<file path="src/rtl/pcs_pkg.sv">
// shared types and constants for the completion splitter
package pcs_pkg;

  localparam int unsigned MAX_PAYLOAD_DEFAULT = 256;
  localparam int unsigned MAX_RESULTS         = 16;
  localparam int unsigned RES_CNT_W           = $clog2(MAX_RESULTS);
  localparam int unsigned QUEUE_DEPTH         = 2;
  localparam int unsigned BYTES_W             = 13;
  localparam int unsigned IN_DATA_W           = 112;
  localparam int unsigned OUT_DATA_W          = 104;
  localparam logic [10:0] LEN_MAX_DWORDS      = 11'd1024;

  typedef enum logic [1:0] {
    KIND_CPLD     = 2'd0,
    KIND_ABORT    = 2'd1,
    KIND_WRITE_OK = 2'd2
  } kind_t;

  // classified request handed from the front end to the back end
  typedef struct packed {
    kind_t               kind;
    logic [BYTES_W-1:0]  len_bytes;
    logic [BYTES_W-1:0]  byte_count;
    logic [6:0]          low_addr;
    logic [31:0]         offset;
    logic [7:0]          tag;
    logic [15:0]         requester;
  } req_entry_t;

endpackage

</file>
<file path="src/rtl/pcs_front.sv">
// request intake and window range check
module pcs_front (
  input  logic                          clk,
  input  logic                          rst,
  input  logic                          s_tvalid,
  output logic                          s_tready,
  input  logic [pcs_pkg::IN_DATA_W-1:0] s_tdata,
  input  logic                          s_tuser,
  input  logic [63:0]                   window_base,
  input  logic [31:0]                   window_size,
  output logic                          push_valid,
  output pcs_pkg::req_entry_t           push_entry,
  input  logic                          full
);
  import pcs_pkg::*;

  typedef enum logic [1:0] {ST_IDLE, ST_SUM, ST_CMP, ST_PUSH} state_t;

  state_t             state;
  logic               cmd;
  logic [63:0]        addr;
  logic [BYTES_W-1:0] span;
  logic [BYTES_W-1:0] bc;
  logic [7:0]         tag;
  logic [15:0]        req;
  logic [64:0]        end_sum;
  logic [64:0]        limit;
  logic               ge_base;
  logic [31:0]        offset;
  logic               in_range;

  logic [10:0]        in_ldw;
  logic [10:0]        eff_ldw;
  logic [BYTES_W-1:0] in_bc;

  assign in_ldw  = s_tdata[74:64];
  assign in_bc   = s_tdata[87:75];
  // zero or oversized length means the full 1024 dwords
  assign eff_ldw = (in_ldw == '0 || in_ldw > LEN_MAX_DWORDS) ? LEN_MAX_DWORDS : in_ldw;

  assign s_tready   = (state == ST_IDLE);
  assign push_valid = (state == ST_PUSH) && !full;

  always_comb begin
    push_entry.tag        = tag;
    push_entry.requester  = req;
    push_entry.len_bytes  = span;
    push_entry.byte_count = bc;
    push_entry.low_addr   = addr[6:0];
    push_entry.offset     = offset;
    if (!in_range) begin
      push_entry.kind       = KIND_ABORT;
      push_entry.len_bytes  = '0;
      push_entry.byte_count = '0;
      push_entry.low_addr   = '0;
      push_entry.offset     = '0;
    end else if (cmd) begin
      push_entry.kind = KIND_WRITE_OK;
    end else begin
      push_entry.kind = KIND_CPLD;
    end
  end

  always_ff @(posedge clk) begin
    // window end, refreshed every cycle from the config registers
    limit <= {1'b0, window_base} + {33'b0, window_size};
    if (rst) begin
      state <= ST_IDLE;
    end else begin
      case (state)
        ST_IDLE: begin
          if (s_tvalid) begin
            cmd   <= s_tuser;
            addr  <= s_tdata[63:0];
            bc    <= in_bc;
            tag   <= s_tdata[95:88];
            req   <= s_tdata[111:96];
            span  <= s_tuser ? in_bc : {eff_ldw, 2'b00};
            state <= ST_SUM;
          end
        end
        ST_SUM: begin
          end_sum <= {1'b0, addr} + {52'b0, span};
          ge_base <= (addr >= window_base);
          offset  <= {addr[31:2], 2'b00} - window_base[31:0];
          state   <= ST_CMP;
        end
        ST_CMP: begin
          in_range <= !end_sum[64] && !limit[64] && ge_base && (end_sum[63:0] <= limit[63:0]);
          state    <= ST_PUSH;
        end
        ST_PUSH: begin
          if (!full) begin
            state <= ST_IDLE;
          end
        end
        default: begin
          state <= ST_IDLE;
        end
      endcase
    end
  end

endmodule

</file>
<file path="src/rtl/pcs_queue.sv">
// short queue of classified requests between front and back end
module pcs_queue (
  input  logic                clk,
  input  logic                rst,
  input  logic                push_valid,
  input  pcs_pkg::req_entry_t push_entry,
  output logic                full,
  input  logic                pop,
  output logic                pop_valid,
  output pcs_pkg::req_entry_t pop_entry
);
  import pcs_pkg::*;

  localparam int unsigned AW = (QUEUE_DEPTH > 1) ? $clog2(QUEUE_DEPTH) : 1;
  localparam int unsigned CW = $clog2(QUEUE_DEPTH + 1);

  req_entry_t      slots [QUEUE_DEPTH];
  logic [AW-1:0]   wp;
  logic [AW-1:0]   rp;
  logic [CW-1:0]   count;

  assign full      = (count == CW'(QUEUE_DEPTH));
  assign pop_valid = (count != '0);
  assign pop_entry = slots[rp];

  always_ff @(posedge clk) begin
    if (push_valid) begin
      slots[wp] <= push_entry;
    end
    if (rst) begin
      wp    <= '0;
      rp    <= '0;
      count <= '0;
    end else begin
      if (push_valid) begin
        wp <= (wp == AW'(QUEUE_DEPTH - 1)) ? '0 : wp + 1'b1;
      end
      if (pop) begin
        rp <= (rp == AW'(QUEUE_DEPTH - 1)) ? '0 : rp + 1'b1;
      end
      if (push_valid && !pop) begin
        count <= count + 1'b1;
      end else if (pop && !push_valid) begin
        count <= count - 1'b1;
      end
    end
  end

endmodule

</file>
<file path="src/rtl/pcs_back.sv">
// completion sequencer and output register
module pcs_back #(
  parameter int unsigned MAX_PAYLOAD_BYTES = pcs_pkg::MAX_PAYLOAD_DEFAULT
) (
  input  logic                           clk,
  input  logic                           rst,
  input  logic                           q_valid,
  input  pcs_pkg::req_entry_t            q_entry,
  output logic                           q_pop,
  input  logic [15:0]                    completer_id,
  output logic                           m_tvalid,
  input  logic                           m_tready,
  output logic [pcs_pkg::OUT_DATA_W-1:0] m_tdata,
  output logic [1:0]                     m_tuser,
  output logic                           m_tlast
);
  import pcs_pkg::*;

  localparam logic [BYTES_W-1:0] MPB    = BYTES_W'(MAX_PAYLOAD_BYTES);
  localparam int unsigned        DLEN_W = BYTES_W + 2;

  logic                 busy;
  kind_t                kind;
  logic [BYTES_W-1:0]   len;
  logic [DLEN_W-1:0]    dlen;
  logic [6:0]           low;
  logic [31:0]          off;
  logic [7:0]           tag;
  logic [15:0]          req;
  logic [RES_CNT_W-1:0] res_cnt;

  logic                 emit;
  logic                 done;
  logic [BYTES_W-1:0]   chunk;
  logic [BYTES_W-1:0]   len_next;
  logic [DLEN_W-1:0]    dlen_next;
  logic [6:0]           low_next;
  logic [31:0]          off_next;
  logic [6:0]           chunk_dw;

  assign q_pop = !busy && q_valid;
  assign emit  = busy && (!m_tvalid || m_tready);

  always_comb begin
    chunk     = (len < MPB) ? len : MPB;
    len_next  = len - chunk;
    // byte count shrinks by the chunk less the first-byte offset
    dlen_next = dlen - DLEN_W'(chunk) + DLEN_W'(low[1:0]);
    low_next  = {low[6:2], 2'b00} + chunk[6:0];
    // offset follows the dword-aligned running address
    off_next  = off + 32'({chunk[BYTES_W-1:2], 2'b00});
    chunk_dw  = (kind == KIND_CPLD) ? chunk[8:2] : '0;
    done      = (kind != KIND_CPLD) || dlen_next[DLEN_W-1] || (dlen_next == '0) ||
                (len_next == '0) || (res_cnt == RES_CNT_W'(MAX_RESULTS - 1));
  end

  always_ff @(posedge clk) begin
    if (rst) begin
      busy     <= 1'b0;
      m_tvalid <= 1'b0;
    end else begin
      if (q_pop) begin
        busy    <= 1'b1;
        kind    <= q_entry.kind;
        len     <= q_entry.len_bytes;
        dlen    <= {2'b00, q_entry.byte_count};
        low     <= q_entry.low_addr;
        off     <= q_entry.offset;
        tag     <= q_entry.tag;
        req     <= q_entry.requester;
        res_cnt <= '0;
      end
      if (emit) begin
        m_tvalid <= 1'b1;
        m_tdata  <= {5'b0, off, completer_id, req, tag, low, dlen[BYTES_W-1:0], chunk_dw};
        m_tuser  <= kind;
        m_tlast  <= done;
        len      <= len_next;
        dlen     <= dlen_next;
        low      <= low_next;
        off      <= off_next;
        res_cnt  <= res_cnt + 1'b1;
        if (done) begin
          busy <= 1'b0;
        end
      end else if (m_tready) begin
        m_tvalid <= 1'b0;
      end
    end
  end

endmodule

</file>
<file path="src/rtl/pcie_completion_splitter_top.sv">
// top level of the read completion splitter with its config registers
//
// Completer side of a memory window behind PCIe memory requests. Each
// transfer on the slave stream is one request; reads that fall inside the
// configured window turn into a run of completion headers of at most
// MAX_PAYLOAD_BYTES each (at most 16, the last one flagged by tlast),
// writes turn into one accept result, and anything outside the window,
// including requests whose end address or window end overflows 64 bits,
// turns into one abort result. The front end takes one request at a time
// and steps it through capture, end-address sum, limit compare and queue
// push, the push waiting while the queue is full; it takes no new request
// until that push is done. The back end loads a request from the two-entry
// queue and then gives one result per cycle while the master side is ready;
// it loads the next request only after issuing the last result of this one.
// Config registers may only be written while no request is in flight.
module pcie_completion_splitter_top #(
  parameter int unsigned MAX_PAYLOAD_BYTES = pcs_pkg::MAX_PAYLOAD_DEFAULT
) (
  input  logic                           clk,
  input  logic                           rst,
  // request stream
  input  logic                           s_tvalid,
  output logic                           s_tready,
  // [63:0] address, [74:64] length_dwords, [87:75] byte_count,
  // [95:88] tag, [111:96] requester_id
  input  logic [pcs_pkg::IN_DATA_W-1:0]  s_tdata,
  // [0] command: 0 memory read, 1 memory write
  input  logic                           s_tuser,
  // result stream
  output logic                           m_tvalid,
  input  logic                           m_tready,
  // [6:0] chunk_dwords, [19:7] bytes_remaining, [26:20] lower_address,
  // [34:27] out_tag, [50:35] out_requester, [66:51] out_completer,
  // [98:67] window_offset, [103:99] zero
  output logic [pcs_pkg::OUT_DATA_W-1:0] m_tdata,
  // [1:0] kind: 0 completion with data, 1 abort, 2 write accepted
  output logic [1:0]                     m_tuser,
  // last result of the request
  output logic                           m_tlast,
  // config write port
  input  logic                           cfg_we,
  input  logic [1:0]                     cfg_index,
  input  logic [63:0]                    cfg_data
);
  import pcs_pkg::*;

  localparam logic [1:0]  CFG_WINDOW_BASE    = 2'd0;
  localparam logic [1:0]  CFG_WINDOW_SIZE    = 2'd1;
  localparam logic [1:0]  CFG_COMPLETER_ID   = 2'd2;
  localparam logic [31:0] WINDOW_SIZE_RESET  = 32'h1000_0000;

  logic [63:0] window_base;
  logic [31:0] window_size;
  logic [15:0] completer_id;

  logic        push_valid;
  req_entry_t  push_entry;
  logic        q_full;
  logic        q_pop;
  logic        q_valid;
  req_entry_t  q_entry;

  // config registers, no read-back
  always_ff @(posedge clk) begin
    if (rst) begin
      window_base  <= '0;
      window_size  <= WINDOW_SIZE_RESET;
      completer_id <= '0;
    end else if (cfg_we) begin
      case (cfg_index)
        CFG_WINDOW_BASE:  window_base  <= cfg_data;
        CFG_WINDOW_SIZE:  window_size  <= cfg_data[31:0];
        CFG_COMPLETER_ID: completer_id <= cfg_data[15:0];
        default: begin
          // unmapped index, write dropped
        end
      endcase
    end
  end

  // intake and range check
  pcs_front u_front (
    .clk         (clk),
    .rst         (rst),
    .s_tvalid    (s_tvalid),
    .s_tready    (s_tready),
    .s_tdata     (s_tdata),
    .s_tuser     (s_tuser),
    .window_base (window_base),
    .window_size (window_size),
    .push_valid  (push_valid),
    .push_entry  (push_entry),
    .full        (q_full)
  );

  // decouples intake from result generation
  pcs_queue u_queue (
    .clk        (clk),
    .rst        (rst),
    .push_valid (push_valid),
    .push_entry (push_entry),
    .full       (q_full),
    .pop        (q_pop),
    .pop_valid  (q_valid),
    .pop_entry  (q_entry)
  );

  // splits reads into completions and drives the output register
  pcs_back #(
    .MAX_PAYLOAD_BYTES (MAX_PAYLOAD_BYTES)
  ) u_back (
    .clk          (clk),
    .rst          (rst),
    .q_valid      (q_valid),
    .q_entry      (q_entry),
    .q_pop        (q_pop),
    .completer_id (completer_id),
    .m_tvalid     (m_tvalid),
    .m_tready     (m_tready),
    .m_tdata      (m_tdata),
    .m_tuser      (m_tuser),
    .m_tlast      (m_tlast)
  );

endmodule

</file>
<file path="config.mk">
export PLATFORM = sky130hd
export DESIGN_NAME = pcie_completion_splitter_top
export DESIGN_NICKNAME = d
export VERILOG_FILES = /design/src/rtl/pcs_pkg.sv /design/src/rtl/pcs_front.sv /design/src/rtl/pcs_queue.sv /design/src/rtl/pcs_back.sv /design/src/rtl/pcie_completion_splitter_top.sv
export SDC_FILE = /design/constraint.sdc
export NUM_CORES = 1
export LEC_CHECK = 0
export BUFFER_PORTS_ARGS = -buffer_cell sky130_fd_sc_hd__buf_4
export CAP_MARGIN = 20
export CORE_MARGIN = 8
export CORE_UTILIZATION = 40
export DETAILED_ROUTE_END_ITERATION = 10
export SLEW_MARGIN = 30
export SYNTH_ARGS = -nofsm -noshare
export SYNTH_HDL_FRONTEND = slang
export SYNTH_HIERARCHICAL = 1
export SYNTH_SLANG_ARGS = --single-unit
export TNS_END_PERCENT = 5
</file>
<file path="constraint.sdc">
create_clock -name clk -period 7.91 [get_ports clk]
set_input_delay 0 -clock clk [delete_from_list [all_inputs] [get_ports clk]]
set_output_delay 0 -clock clk [all_outputs]
set_load 0.05 [all_outputs]
</file>
Word-level counts from Yosys, hierarchy flattened

Memory sizes are Yosys's and may differ from the RTL's. A register that Yosys moved wholly into a read port is not among the register bits.
Cells that the tools add are included.

Output and inout port bits: 109
Bits of input ports: 184
Register bits: 598
Memories kept: 1
Memory bits (writable): 182

Reductions and logical operators: 42
Magnitude comparators: 4
Eq/ne operators: 9
$add $sub $neg: 13
Mux-type cells: 32
Bitwise operators: 1

Memories:

| memory        | depth | bits a word | rd ports | clocked after Yosys merged registers in | wr ports | RTL line        | text |
|---|---|---|---|---|---|---|---|
| u_queue.slots | 2     | 91          | 1        | 1                                       | 1        | pcs_queue.sv:17 | `req_entry_t slots [QUEUE_DEPTH];` |

Operators with widths:

| kind                   | number |
|---|---|
| $add A64 B13 Y65       | 1 |
| $add A64 B32 Y65       | 1 |
| $mux W65               | 1 |
| $ge A64 B64 Y1         | 1 |
| $le A64 B64 Y1         | 1 |
| $mux W32               | 2 |
| $mux W13               | 4 |
| $add A32 B13 Y32       | 1 |
| $sub A32 B32 Y32       | 1 |
| $mux W15               | 2 |
| $reduce_and A2 Y1      | 9 |
| $add A15 B2 Y15        | 1 |
| $logic_not A15 Y1      | 1 |
| $sub A15 B13 Y15       | 1 |
| $mux W7                | 2 |
| $logic_not A13 Y1      | 1 |
| $lt A13 B9 Y1 const B  | 1 |
| $sub A13 B13 Y13       | 1 |
| $mux W2                | 6 |
| $gt A11 B11 Y1 const B | 1 |
| $logic_not A11 Y1      | 1 |
| $mux W1                | 11 |
| $mux W11               | 1 |
| $reduce_bool A2 Y1     | 5 |
| 17 further kinds       | 44 |

Depth between registers and ports, before layout

Gate-level depths: netlist (run 1).

Word-level depth: 10
Mapped depth: 17
Gate-level depth less buffers: 15

Hierarchy

The synthesis (run 1) kept the hierarchy.

By module, submodules not included:

| module                       | instances | seq. area each (µm²) | area an instance (µm²) | cells an instance |
|---|---|---|---|---|
| pcs_front                    | 1         | 7767.4               | 16759.8                | 1591 |
| pcs_back                     | 1         | 6015.8               | 9389.0                 | 742 |
| pcs_queue                    | 1         | 5565.3               | 6809.0                 | 305 |
| pcie_completion_splitter_top | 1         | 2242.2               | 4782.1                 | 436 |

Least setup slack after synthesis (run 1)

Ideal clock, no wire load.

Path type: register to register
Start: register u_back.m_tvalid
End: register u_back.dlen[0] (enable)
Cell stages (with the launch flop): 6
Setup time: 0.397 ns
Arrival time: 6.581 ns
Clock period less this slack: 6.978 ns
Path buffers: 1
Path slack: 0.932 ns
Cells stage by stage: dfxtp_1 -> nand2b_1 -> nand2_1 -> clkbuf_1 -> nor2_1 -> or2_2

Cells in the longest elaborated chain, start to end: 5

RTL lines:

| element                      | RTL line       | text |
|---|---|---|
| from (decl)                  | pcs_back.sv:11 | `output logic m_tvalid,` |
| from (signal assigned)       | pcs_back.sv:60 | `m_tvalid <= 1'b0;` |
| from (signal assigned)       | pcs_back.sv:74 | `m_tvalid <= 1'b1;` |
| from (signal assigned)       | pcs_back.sv:87 | `m_tvalid <= 1'b0;` |
| $logic_not A1 Y1             | pcs_back.sv:42 | `assign emit = busy && (!m_tvalid \|\| m_tready);` |
| $logic_or A1 B1 Y1           | pcs_back.sv:42 |  |
| $logic_and A1 B1 Y1          | pcs_back.sv:42 |  |
| $reduce_bool A2 Y1 (no line) | n/a            |  |
| $reduce_and A2 Y1 (no line)  | n/a            |  |
| to (signal assigned)         | pcs_back.sv:66 | `dlen <= {2'b00, q_entry.byte_count};` |
| to (signal assigned)         | pcs_back.sv:79 | `dlen <= dlen_next;` |
| to (decl)                    | pcs_back.sv:25 | `logic [DLEN_W-1:0] dlen;` |

No other way between the ends.
A chain may end at the register's enable or synchronous reset.

Worst setup path in the final report (run 1)

Start: register u_back.len[8]
End: register u_back.busy

Cells in the longest elaborated chain, start to end: 10
Elaborated cells on any way between the ends: 13
Those cells by class: 3 x add/sub; 1 x order compare; 3 x mux; 6 x reduce/logical

RTL lines:

| element                                                        | RTL line       | text |
|---|---|---|
| from (decl)                                                    | pcs_back.sv:24 | `logic [BYTES_W-1:0] len;` |
| from (signal assigned)                                         | pcs_back.sv:65 | `len <= q_entry.len_bytes;` |
| from (signal assigned)                                         | pcs_back.sv:78 | `len <= len_next;` |
| $lt A13 B9 Y1                                                  | pcs_back.sv:45 | `chunk = (len < MPB) ? len : MPB;` |
| $mux W13 *                                                     | pcs_back.sv:45 |  |
| net u_back.chunk[8]                                            | pcs_back.sv:34 | `logic [BYTES_W-1:0] chunk;` |
| $sub A15 B13 Y15                                               | pcs_back.sv:48 | `dlen_next = dlen - DLEN_W'(chunk) + DLEN_W'(low[1:0]);` |
| $add A15 B2 Y15                                                | pcs_back.sv:48 |  |
| $logic_not A15 Y1 / $logic_or A1 B1 Y1 (equally long branches) | pcs_back.sv:53 | `done = (kind != KIND_CPLD) \|\| dlen_next[DLEN_W-1] \|\| (dlen_next == '0) \|\|` |
| $logic_or A1 B1 Y1                                             | pcs_back.sv:53 |  |
| $logic_or A1 B1 Y1 *                                           | pcs_back.sv:53 |  |
| $logic_or A1 B1 Y1 *                                           | pcs_back.sv:54 | `(len_next == '0) \|\| (res_cnt == RES_CNT_W'(MAX_RESULTS - 1));` |
| $mux W1 *                                                      | pcs_back.sv:83 | `if (done) begin` |
| $mux W1 *                                                      | pcs_back.sv:73 | `if (emit) begin` |
| to (signal assigned)                                           | pcs_back.sv:59 | `busy <= 1'b0;` |
| to (signal assigned)                                           | pcs_back.sv:63 | `busy <= 1'b1;` |
| to (signal assigned)                                           | pcs_back.sv:84 | `busy <= 1'b0;` |
| to (decl)                                                      | pcs_back.sv:22 | `logic busy;` |

The timed path passes the listed nets; every way through them passes the cells marked *.

==> metrics.md, run 1 <==
| Metric | Value |
|---|---|
| Status | `finished clean` |
| Vias in the first global route | `24570` |
| Setup Viol. Count Final | `0` |
| I/O pin count | `293` |
| Port bufs | `287` |
| Register bit total from synthesis | `781` |
| Worst Tran Pin Value | `962.3 ps` |
| Hold WC Path Type | `in2reg` |
| RR Startpoint | `u_back/len[8]$_DFFE_PP_` |
| CTS tree | `yes` |
| CTS Buffer Depth | `3` |
| Leak | `17.25 nW` |
| Post-synthesis cell area | `0.03774 mm2` |
| Largest net degree at the start of global routing | `78` |
| HP Start | `s_tdata[14]` |
| Tmin final | `4484 ps` |
| Initial DRC count | `1655` |
| Root Driver | `clkbuf_16` |
| Post-route ant nets | `0` |
| Worst path arrival time | `4970 ps` |
| Total power | `12.93 mW` |
| Die Width | `323.2 um` |
| Critical path origin | `u_back/len[8]$_DFFE_PP_` |
| Clock Skews | `41.84 ps` |
| Chip Height | `323.2 um` |
| Gr usage total | `17.41%` |
| Final nets | `3985` |
| Placed cells | `4545` |
| Cells after synthesis | `3074` |
| Worst setup margin | `3426 ps` |
| Ys flop type | `edfxtp_1` |
| Worst vdd ir | `0.1805 mV` |
| Total congestion overflow | `0` |
| Max cap viols | `0` |
| Number of flops mapped to enable cells by yosys | `595` |
| Fmax | `0.2230 GHz` |
| Row cnt | `112` |
| Finished Core Util | `49.03%` |
| Pre-CTS setup slack | `3445 ps` |
| CTS HTree Levels | `3` |
| Max stage delay on crit path | `550 ps` |
| Worst-path clk slew | `60 ps` |
| Seq/Total Area, Yosys | `57.21%` |
| Crit end category | `flop` |
| Initial Util | `40.38%` |
| Worst rel slew slack | `35.85%` |
| CP top delay family | `compound AO/OA/AOI/OAI gates` |
| Initial antenna violation count | `8` |
| CTS Hold Bufs | `194` |
| RD Place Congestion | `0.8817` |
| Power Dens Cells | `282.0 mW/mm2` |
| Drt pass-1 iters | `5` |
| Period Utilization, post-route | `56.69%` |
| Crit path buffers/inverters | `1` |
| Layout cells sized above 1 | `16.16%` |
| Worst Path Max Fanout | `12` |
| Most frequent cells in the layout | `edfxtp_1, buf_4, ha_1` |
| Unrepaired setup endpoints after global routing | `false` |
| CP Cell Sequence | `nor3_2 > nand2_1 > inv_1 > nand2_1 > ha_1 > ha_1 > a2111oi_2 > o21ai_1 > a21o_1 > a2111oi_2 > o2111ai_1 > nor4_1 > nor4_1` |
| CTS buffer count | `86` |
| Drt drc | `0` |
| Setup bufs post-CTS | `0` |
| Yosys warnings | `6` |
| CP max-delay cell | `edfxtp_1` |
| Latest clock arrival within the worst-skew pair | `660 ps` |
| Most common cell after layout, fill and taps aside | `edfxtp_1` |
| DP HPWL | `67460 um` |
| Yosys cell types | `96` |
| Full die area | `0.1044 mm2` |
| Final Hold Violating Endpoints | `0` |
| Core ar. | `0.09347 mm2` |
| Fin. max-slew vios | `0` |
| Mean area per synthesized cell | `12.28 um2` |
| Crit path kind | `reg2reg` |
| Ys async rst share | `0%` |
| Total routed wirelength | `92930 um` |
| Clk sinks | `781` |
| Post-cts resize count | `0` |
| Total number of vias | `24500` |
| Layout Cells excl Fill | `4903` |
| Synth-to-layout area growth | `21.44%` |
| First-pass GRT wire length | `141700 um` |
| Setup TNS | `0 ps` |
| WL/cell | `18.95 um` |
| Vias per cell | `4.996` |
| CP required | `8400 ps` |
| Setup crit start kind | `flop` |
-- cell families after synthesis --
kind of cell / share of synthesized area, %
other: 0.01990
AOI/OAI and AO/OA: 8.258
buffers and inverters: 3.650
muxes: 5.911
and+or+nand+nor: 12.82
DFF: 57.21
adders and majority gates: 7.678
xor gates and xnor gates: 4.456
-- worst paths after layout --
path                            cells after the start  slack (ps)                            to
worst max-delay path                               13        3430        u_back/busy$_SDFF_PP0_
worst min-delay path                                2          60    u_front/addr[14]$_DFFE_PP_
worst max register to register                     13        3430        u_back/busy$_SDFF_PP0_
worst min register to register                      0         390  u_back/m_tdata[37]$_DFFE_PP_
-- synth_stat cells (all sizes together) (4+ instances only) --
cell,count,share of area [%]
o31ai,11,0.23
mux2i,116,3.1
inv,190,1.9
o221ai,4,0.093
dfxtp,186,9.9
o2111ai,4,0.093
nor4,24,0.50
nand2b,195,3.2
o211ai,12,0.24
or4b,6,0.16
edfxtp,595,47
and4,8,0.19
a311oi,4,0.093
xor2,44,1.0
a41oi,4,0.11
nand3,71,0.94
a21o,87,1.7
and2,83,1.4
nand2,191,1.9
nor2,111,1.1
or3,13,0.22
o21bai,15,0.30
a31o,6,0.14
xnor2,148,3.4
a31oi,14,0.23
nor2b,22,0.36
fa,6,0.32
o21ai,109,1.5
nor4b,4,0.11
a22o,4,0.093
nor3,53,0.74
a21oi,136,1.8
buf,52,1.3
or2,12,0.20
a211o,4,0.093
nor3b,5,0.14
and3,25,0.43
mux2,95,2.8
o21a,12,0.24
nand4,56,0.94
o41ai,4,0.093
ha,222,7.4
a211oi,15,0.31
clkbuf,50,0.50
-- flip-flops by register name, summed over array words and instances, names as in the netlist, 8 cells and up, named ones only --
register,count
window_base,64
u_front/tag,8
u_back/dlen,15
u_front/span,13
u_queue/slots,182
u_front/addr,64
u_front/bc,13
u_back/off,32
u_back/tag,8
u_front/offset,32
u_back/m_tdata,99
u_front/end_sum,65
completer_id,16
u_back/len,13
u_back/req,16
u_front/limit,65
u_front/req,16
window_size,32
-- routing by layer --
| metal | GRT usage [%] | share of wire, % |
|---|---|---|
| met1 | 23.53 | 45 |
| met2 | 28.83 | 47 |
| met3 | 3.187 | 5.6 |
| met4 | 4.538 | 2.1 |
| met5 | 0 | 0.014 |
-- cell type report --
class	instances	area, um2
Timing Repair Buffer	501	4258
Sequential cell	781	21590
Antenna cell	5	12.51
Multi-Input combinational cell	2013	14870
Fill cell	8355	47640
Inverter	190	713.2
Clock inverter	44	444.2
Clock buffer	115	2375
Tap cell	1254	1569
-- stage by stage --
step	area, um2	hold slack [ps]
2_1_floorplan	37790	69.07
3_3_place_gp	41030	179.0
3_5_place_dp	41050	179.3
4_1_cts	45810	10.68
5_1_grt	45820	32.28
6_report	45830	59.89
-- power by group --
group,switching (mW),internal [mW]
Sequential,0.373,5.26
Combinational,2.06,1.27
Clock,1.64,2.32
Total,4.08,8.84
Note: power is estimated with default switching activity, not from simulation.
==> run 2: changes to the inputs <==
Clock period 7.91 ns to 4.4 ns, I/O delays scaled along.
==> run 2 against run 1 <==
Worst setup slack lost 3000 ps. Via count grew 0.50%. Sequential power grew 79%. Critical path depth is the same. Critical path type unchanged.
==> metrics.md, run 2 (synthesis gave the netlist of run 1 again) <==
| Metric | Value |
|---|---|
| Worst R2R Path Depth | `13` |
| Unrepaired setup endpoints after global routing | `false` |
| Worst Path Max Fanout | `12` |
| Row cnt | `112` |
| Fin. max-slew vios | `0` |
| R2R Setup Slk | `380 ps` |
| Setup Viol. Count Final | `0` |
| Setup crit start kind | `flop` |
| Worst vdd ir | `0.2805 mV` |
| Fmax | `0.2490 GHz` |
| Final Hold Violating Endpoints | `0` |
| Power Dens Cells | `506.5 mW/mm2` |
| Drt drc | `0` |
| Worst Tran Pin Value | `937.2 ps` |
| Initial Util | `40.38%` |
| Max reg flops | `182` |
| Post-route ant nets | `0` |
| Drt pass-1 iters | `5` |
| Clk sinks | `781` |
| Period Utilization, post-route | `91.27%` |
| CP max-delay cell | `edfxtp_1` |
| Total routed wirelength | `93380 um` |
| Port bufs | `287` |
| Total number of vias | `24620` |
| Clock Skews | `29.10 ps` |
| Worst path arrival time | `4520 ps` |
| RD Place Congestion | `0.8622` |
| Largest net degree at the start of global routing | `169` |
| CTS tree | `yes` |
| Most frequent cells in the layout | `edfxtp_1, buf_4, ha_1` |
| Worst-path clk slew | `60 ps` |
| Most common cell after layout, fill and taps aside | `edfxtp_1` |
| Chip Height | `323.2 um` |
| Initial DRC count | `1461` |
| Max cap viols | `0` |
| Crit end category | `flop` |
| Total congestion overflow | `0` |
| Tmin final | `4016 ps` |
| Initial antenna violation count | `13` |
| Hold WC Path Type | `in2reg` |
| Regs by FF count | `u_queue/slots x182, u_back/m_tdata x99` |
| Layout cells sized above 1 | `16.14%` |
| Full die area | `0.1044 mm2` |
| DP HPWL | `66860 um` |
| Core ar. | `0.09347 mm2` |
| CTS buffer count | `86` |
| Latest clock arrival within the worst-skew pair | `640 ps` |
| Die Width | `323.2 um` |
| Max stage delay on crit path | `550 ps` |
| WL/cell | `18.96 um` |
| First-pass GRT wire length | `143200 um` |
| CTS HTree Levels | `3` |
| Final nets | `4006` |
| Number of fill cells | `8300` |
| Layout Cells excl Fill | `4926` |
| Setup TNS | `0 ps` |
| Leak | `17.42 nW` |
| Finished Core Util | `49.41%` |
| Root Driver | `clkbuf_16` |
| Largest reg by FF count | `u_queue/slots` |
| CTS Buffer Depth | `3` |
| Setup bufs post-CTS | `0` |
| Placed cells | `4550` |
| Synth-to-layout area growth | `22.38%` |
| Vias per cell | `4.998` |
| CP Cell Sequence | `nor3_2 > nand2_1 > clkinvlp_4 > nand2_1 > ha_1 > ha_1 > a2111oi_2 > o21ai_1 > a21o_1 > a2111oi_2 > o2111ai_1 > nor4_1 > nor4_1` |
| CP required | `4900 ps` |
| Worst rel slew slack | `36.86%` |
| Worst Hold Path Cells | `2` |
| Crit path kind | `reg2reg` |
| Gr usage total | `17.50%` |
| I/O pin count | `293` |
| Status | `finished clean` |
| WHS | `74.55 ps` |
| Vias in the first global route | `24880` |
==> run 2: per-stage QoR <==
step | setup WS [ps] | area [um2] | power, mW
floorplan | -1025 | 37800 | 14.35
global placement | 355.0 | 41150 | 16.08
detailed placement | 347.2 | 41170 | 16.14
CTS | 341.6 | 46160 | 23.65
global route | 89.38 | 46180 | 24.63
finish | 384.3 | 46190 | 23.39
==> run 2: critical path: cells and delay by family, from the launching register on <==
| family | cells | cell delay, ps |
|---|---|---|
| buf+inv | 1 | 210 |
| flops | 1 | 550 |
| compound gates | 5 | 1360 |
| fa+ha+maj | 2 | 710 |
| simple gates | 5 | 1050 |
==> run 2: worst paths after layout <==
path / start / to
min reg2reg: u_back/req[2]$_DFFE_PP_ / u_back/m_tdata[37]$_DFFE_PP_
min: s_tdata[62] / u_front/addr[62]$_DFFE_PP_
max reg2reg: u_back/len[8]$_DFFE_PP_ / u_back/busy$_SDFF_PP0_
max: u_back/len[8]$_DFFE_PP_ / u_back/busy$_SDFF_PP0_
==> run 2: cell type report <==
cell class	count	area (um2)	area share, %
Sequential cell	781	21590	46.75
Multi-Input combinational cell	2013	14870	32.19
Timing Repair Buffer	522	4539	9.828
Clock buffer	125	2557	5.537
Tap cell	1254	1569	3.397
Inverter	190	716.9	1.552
Clock inverter	36	331.6	0.7179
Antenna cell	5	12.51	0.02709
==> run 2: power breakdown <==
group	internal, mW	leakage, nW	switching, mW	total [mW]
Sequential	9.44	6.98	0.701	10.1
Combinational	2.33	9.03	3.66	5.98
Clock	4.34	1.41	2.93	7.26
==> run 2: what timing repair did <==
action | in CTS | in global routing
resized for setup | 0 | 2
hold buffers | 210 | 0
endpoints found under the hold margin | 255 | 0
endpoints found under the setup margin | 0 | 2
==> run 2: metal layers <==
metal,vias up,wire (um),global-route usage (%)
li1,12200,-,-
met1,11750,42180,23.44
met2,511,44320,29.09
met3,145,4488,2.937
met4,10,2321,5.240
met5,-,71,0
